`src/design/lsmm_pkg.sv`:
```
// Shared types and constants for the LIFO stack with running min and max.
// Holds beat structs, command codes and controller/datapath interface structs.
// No dependencies.
package lsmm_pkg;

  localparam int unsigned WORD_W  = 32;
  localparam int unsigned COUNT_W = 11;
  localparam int unsigned DEPTH_W = 11;
  localparam int unsigned CMD_W   = 2;

  // operation codes carried in the cmd field
  localparam logic [CMD_W-1:0] CMD_PUSH  = 2'd0;
  localparam logic [CMD_W-1:0] CMD_POP   = 2'd1;
  localparam logic [CMD_W-1:0] CMD_CLEAR = 2'd2;

  typedef struct packed {
    logic [CMD_W-1:0]          cmd;
    logic signed [WORD_W-1:0]  value;
    logic [COUNT_W-1:0]        count;
  } in_item_t;

  typedef struct packed {
    logic [DEPTH_W-1:0]        depth;
    logic signed [WORD_W-1:0]  top_word;
    logic signed [WORD_W-1:0]  min_word;
    logic signed [WORD_W-1:0]  max_word;
    logic                      is_empty;
    logic                      overflow;
  } out_item_t;

  // one stack entry: word plus min and max of it and everything below
  typedef struct packed {
    logic signed [WORD_W-1:0]  word;
    logic signed [WORD_W-1:0]  run_min;
    logic signed [WORD_W-1:0]  run_max;
  } entry_t;

  // controller to datapath
  typedef struct packed {
    logic latch;     // capture value and count of the accepted beat
    logic pop_set;   // commit the post-pop fill level
    logic clear;     // empty the stack
    logic push_wr;   // store one word and advance
    logic load_top;  // reload the top entry from the memory read
    logic set_ovf;   // flag a push that did not fit
    logic emit;      // load the result register
  } ctrl_cmd_t;

  // datapath to controller
  typedef struct packed {
    logic count_zero;    // incoming count is zero
    logic full;          // stack holds STACK_DEPTH words
    logic pop_nonempty;  // a pop of the incoming count leaves words behind
    logic rem_last;      // one word left in the current push
    logic fill_last;     // one free slot left
    logic out_free;      // result register can take a new beat
  } dp_status_t;

endpackage

```
`src/design/lsmm_ctrl.sv`:
```
// Sequencer for the stack: accepts one beat, steps the datapath through
// the push loop or the pop reload, then hands off the result. Uses lsmm_pkg.
module lsmm_ctrl (
  input  logic                     clk_i,
  input  logic                     rst_ni,
  input  logic                     in_valid_i,
  input  logic [lsmm_pkg::CMD_W-1:0] in_cmd_i,
  output logic                     in_ready_o,
  input  lsmm_pkg::dp_status_t     status_i,
  output lsmm_pkg::ctrl_cmd_t      cmd_o
);
  import lsmm_pkg::*;

  typedef enum logic [3:0] {
    ST_IDLE = 4'b0001,
    ST_PUSH = 4'b0010,
    ST_POP  = 4'b0100,
    ST_DONE = 4'b1000
  } state_e;

  state_e state_q, state_d;
  logic   accept;

  assign in_ready_o = (state_q == ST_IDLE);
  assign accept     = in_valid_i && in_ready_o;

  // next state and datapath commands
  always_comb begin
    state_d = state_q;
    cmd_o   = '0;
    case (state_q)
      ST_IDLE: begin
        if (accept) begin
          cmd_o.latch = 1'b1;
          state_d     = ST_DONE;
          case (in_cmd_i)
            CMD_PUSH: begin
              if (!status_i.count_zero) begin
                if (status_i.full) begin
                  cmd_o.set_ovf = 1'b1;
                end else begin
                  state_d = ST_PUSH;
                end
              end
            end
            CMD_POP: begin
              if (!status_i.count_zero) begin
                cmd_o.pop_set = 1'b1;
                if (status_i.pop_nonempty) begin
                  state_d = ST_POP;
                end
              end
            end
            CMD_CLEAR: cmd_o.clear = 1'b1;
            default: ;
          endcase
        end
      end
      ST_PUSH: begin
        cmd_o.push_wr = 1'b1;
        if (status_i.rem_last) begin
          state_d = ST_DONE;
        end else if (status_i.fill_last) begin
          cmd_o.set_ovf = 1'b1;
          state_d       = ST_DONE;
        end
      end
      ST_POP: begin
        cmd_o.load_top = 1'b1;
        state_d        = ST_DONE;
      end
      ST_DONE: begin
        if (status_i.out_free) begin
          cmd_o.emit = 1'b1;
          state_d    = ST_IDLE;
        end
      end
      default: state_d = ST_IDLE;
    endcase
  end

  always_ff @(posedge clk_i or negedge rst_ni) begin
    if (!rst_ni) begin
      state_q <= ST_IDLE;
    end else begin
      state_q <= state_d;
    end
  end

  // a result beat is only produced once the work for the item is over
  a_emit_from_done: assert property (@(posedge clk_i) disable iff (!rst_ni)
    cmd_o.emit |-> state_q == ST_DONE)
    else $error("result loaded outside the done state");

  // the top entry reload always follows an accepted pop
  a_pop_follows_accept: assert property (@(posedge clk_i) disable iff (!rst_ni)
    cmd_o.load_top |-> $past(accept) && $past(in_cmd_i) == CMD_POP)
    else $error("top reload without a preceding pop");

  // after a beat is accepted no new beat is taken in the next cycle
  a_one_item: assert property (@(posedge clk_i) disable iff (!rst_ni)
    accept |=> !in_ready_o)
    else $error("second beat taken while an item is in progress");

endmodule

```
`config.mk`:
```
export PLATFORM = sky130hd
export DESIGN_NAME = lsmm_ctrl
export DESIGN_NICKNAME = d
export VERILOG_FILES = /design/src/design/lsmm_pkg.sv /design/src/design/lsmm_ctrl.sv
export SDC_FILE = /design/constraint.sdc
export NUM_CORES = 1
export LEC_CHECK = 0
export BUFFER_PORTS_ARGS = -buffer_cell sky130_fd_sc_hd__buf_2
export CORE_AREA = 2 2 39 41
export CTS_CLUSTER_DIAMETER = 40
export CTS_CLUSTER_SIZE = 8
export DETAILED_ROUTE_END_ITERATION = 16
export DIE_AREA = 0 0 41 43
export HOLD_SLACK_MARGIN = 0.15
export PLACE_DENSITY = 0.57
export SYNTH_ARGS = -nofsm -noshare
export SYNTH_HDL_FRONTEND = slang
export SYNTH_SLANG_ARGS = --single-unit
```
`constraint.sdc`:
```
create_clock -name clk_i -period 2.85 [get_ports clk_i]
set_input_delay 0.4275 -clock clk_i [delete_from_list [all_inputs] [get_ports clk_i]]
set_output_delay 0.4275 -clock clk_i [all_outputs]
set_load 0.005 [all_outputs]
```
==> results.ini, run 1 <==
[outcome]
status=finished clean

[sta]
drv_slew=0
tns_ns=0
setup_slack_ns=0.5956
skew_ns=0.008414
relSlewSlack=0.7711
period_minus_slack_ns=2.254
setup_violations=0
max_freq_mhz=443.6
finalCritPeriodShare=0.7910
tightestPinTransition_ns=0.3380
grt_setup_unrepaired=no
hold_viol_final=0

[yosys]
synth_top_area_share=0.2597
synth.distinct_cells=22
netlist_area_sq_um=289.0
synth_seq_cells=4
yosysWarnings=0
netlist_instances=33
yosysSeqAreaShare=0.3506
synth_area_per_cell_sq_um=8.758
yosys.area.top_type=dfrtp_1
synth.area.top_cells=dfrtp_1, dfstp_2, inv_1, nand2_1, nor3b_1
syn_nets=44

[global_route]
grt_pass1_vias=270
grt_max_degree=8
grt_antenna_before_repair=0
overflow=0
grt.total_usage=0.1020
grt_pass1_wl_um=1124

[finish]
drive_above_1_share=0.4286
mostFrequentLayoutCells=buf_2, nand2_1, inv_1
diodes=0
layout_commonest_cell=buf_2
finalNetCount=68
reg_top3=state_q (4)
syn2layout_area_growth_pct=50.65
regMostFlops=state_q
largest_reg_flops=4

[clock_network]
cts_buffer_depth=2
cts_tree=yes
cts.clk_slew.worst_paths_ns=0.04
cts_resized=0
cts-root-buf=clkbuf_4
cts_num_sinks=4
htreeDepth=1
clock_latency_ns=0.24
numCtsBuffers=3

[power_and_ir_drop]
ir_drop_uv=198.9
p_leak_nw=0.2261
pwr_density_cell_nw_per_um2=605.4

[worst_setup_path]
r2r_end=state_q[1]
r2r_setup_slack_ns=1.39
crit_path_start_kind=flop
worstRegToRegCells=3
critPathKind=flop to primary output
critPathRequiredTime_ns=2.42
cp.arrival_ns=1.83
crit_path_end_kind=primary output
worst-path-max-fanout=6
r2r_start=state_q[2]

[drt]
wl_per_cell_um=9.375
firstDrtPassIters=4
drc=0
postRouteAntennaNets=0
routed_wirelength_um=675
routed_via_density=4.444
num_vias=320
drt_iter0_drc=10

[worst_hold_path]
worstHoldStart=in_valid_i
hp-class=primary input to flop
hold_path_depth=3
holdPathEnd=state_q[3]

[floorplanning]
dieHeight_um=43
dieWidth_um=41
io_pins=19
core_area_sq_um=1384
num_rows=14
start_util=0.2089
die_area_sq_um=1763

[place]
post-place-ws_ns=0.8608
gp_congestion=0.6760
portBuffers=18
hpwl_um=539

[job]
max_cap_violations=0

==> metrics by stage <==
step | cells | hold slack (ns) | cell area (sq um) | utilization | power, mW
after floorplan | 33 | 0.1319 | 289.0 | - | 0.1499
after global placement | 67 | 0.2355 | 399.1 | 0.2884 | 0.1887
after CTS | 72 | 0.4659 | 435.4 | 0.3146 | 0.2690
after detailed placement | 67 | 0.2341 | 399.1 | 0.2884 | 0.1878
final | 72 | 0.4652 | 435.4 | 0.3146 | 0.2636
after global routing | 72 | 0.4535 | 435.4 | 0.3146 | 0.2863
==> cell usage after synthesis <==
cell type	number
a221oi_1	1
and2_1	1
dfrtp_1	3
dfstp_2	1
inv_1	4
nand2_1	4
nand3_1	1
nor2_1	3
nor2b_1	1
nor3_1	1
nor3b_1	2
nor4_1	1
nor4b_1	1
nor4b_2	1
o21ai_0	1
o21bai_1	1
o311ai_1	1
o31ai_1	1
or3b_1	1
or4_1	1
or4b_4	1
or4bb_1	1
==> critical path: stages, from the launching register on <==
cell,delay [ns]
dfrtp_1,0.43
or4b_4,0.58
or3b_1,0.37
o31ai_1,0.07
buf_2,0.15
==> worst max-delay path by stage <==
stage,slack [ns],to,start
floorplan,1.05,cmd_o[1],state_q[2]
global placement,0.84,cmd_o[1],state_q[2]
detailed placement,0.86,cmd_o[1],state_q[2]
CTS,0.59,cmd_o[1],state_q[2]
global route,0.51,cmd_o[1],state_q[2]
finish,0.60,cmd_o[1],state_q[2]
==> routing by layer <==
| metal | wire [um] | track usage |
|---|---|---|
| met5 | 0 | 0 |
| met4 | 0 | 0.08000 |
| met3 | 66 | 0.06283 |
| met2 | 326 | 0.1313 |
| met1 | 282 | 0.1148 |
==> kinds of logic after synthesis <==
family                 after synthesis  synth area share
DFF                                  4            0.3507
and+or+nand+nor                     20            0.4675
AOI/OAI and AO/OA                    5            0.1299
buffers and inverters                4           0.05193
==> cell type report <==
class / count / area, sq um
fillers: 145 / 948.4
multi-input cells: 25 / 172.7
flip-flops and latches: 4 / 101.3
repair buffers: 19 / 100.1
clock buffers: 4 / 26.28
well taps: 16 / 20.02
inverters: 4 / 15.01
==> power by group <==
group	total [mW]	internal, mW	switching [mW]	leakage, nW
registers	0.0963	0.0759	0.0203	0.0509
logic	0.0902	0.0472	0.0430	0.160
clock network	0.0771	0.0526	0.0245	0.0150
==> what timing repair did <==
action	CTS	global route
hold endpoints to repair	3	0
hold buffers	1	0
endpoints found under the setup margin	0	0
setup buffers	0	0
Note: power is estimated with default switching activity, not from simulation.
==> run 2, diff against run 1 <==
- ABC_AREA: not set -> 1
- PLACE_DENSITY: 0.57 -> 0.65
- clock period: 2.85 -> 2.15 ns (I/O delays scaled with it)
==> run 2 against run 1 <==
  * Design area grew 22%
  * Synthesized cell count rose by 79%
  * Hold slack lost 0.060 ns
  * First-iteration DRC count down 40%
  * Largest cell class unchanged
  * Register-to-register slack got worse by 0.43 ns
==> results.ini, run 2 <==
[sta]
finalCritPeriodShare=0.7934
hold_viol_final=0
grt_setup_unrepaired=no
period_minus_slack_ns=1.706
tightestPinTransition_ns=0.2153
max_freq_mhz=586.2
skew_ns=0.0003141
drv_slew=0
setup_violations=0
tns_ns=0
relSlewSlack=0.8552

[worst_setup_path]
startpoint=state_q[0]
crit_path_end_kind=primary output
worst-path-max-fanout=6
critPathRequiredTime_ns=1.83
cp.arrival_ns=1.38
r2r_start=state_q[2]
crit_chain=nand2_2 > nor2_8 > nand2_4 > nor3b_2 > buf_2
r2r_end=state_q[3]
critPathKind=flop to primary output
worstRegToRegCells=6
crit_slowest_cell=dfstp_2
slowest_delay_ns=0.56
crit_end=cmd_o[5]
crit_path_start_kind=flop
r2r_setup_slack_ns=0.96

[yosys]
synth.area.top_cells=dfrtp_1, nand2_1, nor2_1, inv_1, nand3_1
netlist_area_sq_um=386.6
synthArstFlopShare=1.000
netlist_instances=59
yosys_most_used_dff=dfrtp_1
synth_area_per_cell_sq_um=6.553
syn_nets=70
yosys.area.top_type=dfrtp_1
yosys-top-cells-count=nand2_1, nor2_1, inv_1, nand3_1, dfrtp_1
synth-edff-count=0
yosysSeqAreaShare=0.2621
synth_seq_cells=4
yosysWarnings=0
synth_top_area_share=0.1942
synth.distinct_cells=16

[clock_network]
cts-root-buf=clkbuf_4
htreeDepth=1
cts.clk_slew.worst_paths_ns=0.04
postCtsSetupBuffers=0
cts_buffer_depth=2
cts_num_sinks=4
clock_latency_ns=0.24
cts_tree=yes
numCtsBuffers=3

[floorplanning]
core_area_sq_um=1384
dieWidth_um=41
dieHeight_um=43
die_area_sq_um=1763
num_rows=14
io_pins=19
start_util=0.2794

[finish]
regMostFlops=state_q
mostFrequentLayoutCells=buf_2, nor2_1, nand2_1
drive_above_1_share=0.3780
largest_reg_flops=4
finalNetCount=94
syn2layout_area_growth_pct=37.86
layout_commonest_cell=buf_2
utilization=0.3852
reg_top3=state_q (4)
diodes=0

[job]
max_cap_violations=0

[global_route]
grt.total_usage=0.1339
grt_pass1_wl_um=1504
overflow=0
grt_pass1_vias=408
grt_antenna_before_repair=0
grt_max_degree=7

[power_and_ir_drop]
p_leak_nw=0.3113
ir_drop_uv=222.8
pwr_density_cell_nw_per_um2=942.8

[drt]
routed_via_density=4.337
drc=0
wl_per_cell_um=9.122
firstDrtPassIters=4
num_vias=425
routed_wirelength_um=894
drt_iter0_drc=6
postRouteAntennaNets=0

[place]
gp_congestion=0.7772
hpwl_um=737.4
portBuffers=18

[worst_hold_path]
hp-class=primary input to async pin

[outcome]
status=finished clean

## run 2: logic make-up (layout without fill, tap and decap cells)
kind of cell           Yosys count  after routing  synth area share
and+or+nand+nor                 43             43            0.6020
buffers and inverters            9             32           0.08737
DFF                              4              4            0.2621
AOI/OAI and AO/OA                3              3           0.04855
## run 2: area by class of cell
type | instances | area (sq um)
fillers | 152 | 850.8
flip-flops and latches | 4 | 101.3
repair buffers | 19 | 100.1
multi-input cells | 46 | 251.5
clock buffers | 4 | 26.28
inverters | 9 | 33.78
well taps | 16 | 20.02
## run 2: worst min-delay path by stage
| stage | end | slack [ns] | cells after the start |
|---|---|---|---|
| after global placement | state_q[2] | 0.13 | 1 |
| final | state_q[1] | 0.41 | 2 |
| after CTS | state_q[1] | 0.40 | 4 |
| after global routing | state_q[1] | 0.41 | 2 |
| after detailed placement | state_q[2] | 0.13 | 1 |
| after floorplan | state_q[1] | 0.03 | 0 |
## run 2: per-layer routing
metal	GRT usage	part of all wire	vias up
li1	-	-	228
met1	0.1201	0.37	179
met2	0.2156	0.54	13
met3	0.04712	0.049	5
met4	0.1200	0.037	0
met5	0	0	-
## run 2: per-stage QoR
stage	hold WS [ns]	area, sq um	cells	setup slack (ns)	power (mW)
6_report	0.4056	533.0	98	0.4442	0.5025
5_1_grt	0.4076	533.0	98	0.3429	0.5532
4_1_cts	0.4046	533.0	98	0.4333	0.5078
3_5_place_dp	0.1305	496.7	93	0.6926	0.3968
3_3_place_gp	0.1268	496.7	93	0.7047	0.3913
2_1_floorplan	0.02691	386.6	59	0.8117	0.3295
## run 2: timing repair
action	in CTS	in global routing
hold endpoints to repair	4	0
hold buffers	1	0
gates resized for setup	0	0
## run 2: critical path: cells and delay by family, from the launching register on
| kind | cells | cell delay [ns] |
|---|---|---|
| flip-flops | 1 | 0.56 |
| AND/OR/NAND/NOR | 4 | 0.47 |
| buffers and inverters | 1 | 0.12 |
## run 2: report_power, final
part	switching, mW	leakage [nW]	internal [mW]
Sequential	0.0170	0.0509	0.103
Clock	0.0357	0.0150	0.0700
Combinational	0.170	0.245	0.106
==> run 3, diff against run 2 <==
- clock period: 2.15 -> 1.6 ns (I/O delays scaled with it)
==> run 3 against run 2 <==
  * Combinational power up 45%
  * Clock power increased by 37%
  * Design area grew 3.8%
  * First-iteration DRC count is 67% higher
  * Power is 42% higher
  * Non-clock buffer count increased by 2
  * Flip-flop and latch count unchanged
  * Largest cell class unchanged
==> results.ini, run 3 (same netlist as run 2, synthesis figures left out) <==
[sta]
relSlewSlack=0.8696
max_freq_mhz=640.2
period_minus_slack_ns=1.562
skew_ns=0.002994
holdWs_ns=0.3156
hold_viol_final=0
tightestPinTransition_ns=0.1939
drv_slew=0
grt_setup_unrepaired=yes
finalCritPeriodShare=0.9762
setup_violations=0

[global_route]
grt.total_usage=0.1289
grt_max_degree=6
overflow=0
grt_pass1_wl_um=1469
grt_antenna_before_repair=0
grt_pass1_vias=424

[finish]
instances_no_fill=100
regMostFlops=state_q
largest_reg_flops=4
diodes=0
reg_top3=state_q (4)
nFillCells=147
mostFrequentLayoutCells=buf_2, nor2_1, nand2_1
layout_commonest_cell=buf_2
syn2layout_area_growth_pct=43.04
finalNetCount=96
drive_above_1_share=0.4048

[worst_setup_path]
cp.arrival_ns=1.32
crit_path_end_kind=primary output
worst-path-max-fanout=5
critPathKind=flop to primary output
r2r_start=state_q[2]
critPathRequiredTime_ns=1.36
startpoint=state_q[0]
crit_path_start_kind=flop

[floorplanning]
core_area_sq_um=1384
dieHeight_um=43
io_pins=19
start_util=0.2794
dieWidth_um=41
num_rows=14
die_area_sq_um=1763

[power_and_ir_drop]
ir_drop_uv=296.7
p_leak_nw=0.3221
power_uw=714.4
pwr_density_cell_nw_per_um2=1292

[drt]
num_vias=446
firstDrtPassIters=5
postRouteAntennaNets=0
drt_iter0_drc=10
routed_wirelength_um=891
routed_via_density=4.460
wl_per_cell_um=8.910
drc=0

[clock_network]
clock_latency_ns=0.25
numCtsBuffers=3
htreeDepth=1
cts.clk_slew.worst_paths_ns=0.04
cts_tree=yes
cts_buffer_depth=2
cts_num_sinks=4
cts-root-buf=clkbuf_4

[place]
dp_cells=93
gp_congestion=0.7774
hpwl_um=749.6
portBuffers=18

[worst_hold_path]
hp-class=primary input to async pin

[outcome]
status=finished clean

[job]
max_cap_violations=0

-- run 3: cell count changes in the layout (fill, tap and decap cells not counted) --
cell and change:
buf_4 +2, inv_1 -1, inv_2 +1, nand2_2 -1, nand2_4 +1
-- run 3: worst paths after layout --
| kind | endpoint | slack, ns | depth (start not counted) |
|---|---|---|---|
| setup / recovery | cmd_o[5] | 0.04 | 5 |
| hold / removal | state_q[1] | 0.32 | 2 |
| setup reg to reg | state_q[3] | 0.35 | 7 |
| hold reg to reg | state_q[1] | 0.61 | 3 |
| max in group asynchronous | state_q[0] | 1.08 | 2 |
| min in group clk_i | state_q[1] | 0.32 | 4 |
-- run 3: timing repair --
action,in CTS,in global routing
resized for setup,0,2
hold buffers,1,0
pin swaps,1,0
hold endpoints to repair,4,0
buffers inserted,1,1
setup endpoints to repair,1,2
-- run 3: through the flow --
step                cell area [sq um]    util  setup slack, ns  setup TNS [ns]
finish                          553.0  0.3996          0.03802               0
floorplan                       386.6       -           0.3442               0
global route                    553.0  0.3996         -0.04993        -0.05852
CTS                             540.5  0.3906          0.02427               0
detailed placement              496.7  0.3590           0.2241               0
global placement                496.7  0.3590           0.2372               0
-- run 3: power breakdown --
group / switching [mW] / internal (mW) / total, mW / leakage (nW)
sequential: 0.0286 / 0.139 / 0.167 / 0.0509
clock: 0.0510 / 0.0942 / 0.145 / 0.0150
combinational: 0.233 / 0.169 / 0.402 / 0.256
total: 0.312 / 0.402 / 0.714 / 0.322
-- run 3: layout make-up --
| class | instances | area [sq um] | area share |
|---|---|---|---|
| Tap cell | 16 | 20.02 | 0.03620 |
| Multi-Input combinational cell | 46 | 256.5 | 0.4638 |
| Clock buffer | 4 | 26.28 | 0.04751 |
| Sequential cell | 4 | 101.3 | 0.1833 |
| Inverter | 9 | 33.78 | 0.06109 |
| Timing Repair Buffer | 21 | 115.1 | 0.2081 |
-- run 3: worst max-delay path: stages, from the launching register on --
cell and delay, ns:
dfstp_2 0.57, nand2_4 0.08, nor2_8 0.10, nand2_4 0.06
nor3b_2 0.14, buf_2 0.13
-- run 3: per-layer routing --
metal / routed length, um / global-route usage / up-vias
met5: 0 / 0 / -
met3: 55 / 0.03141 / 5
li1: - / - / 233
met2: 478 / 0.2156 / 15
met4: 38 / 0.1200 / 0
met1: 318 / 0.1136 / 193
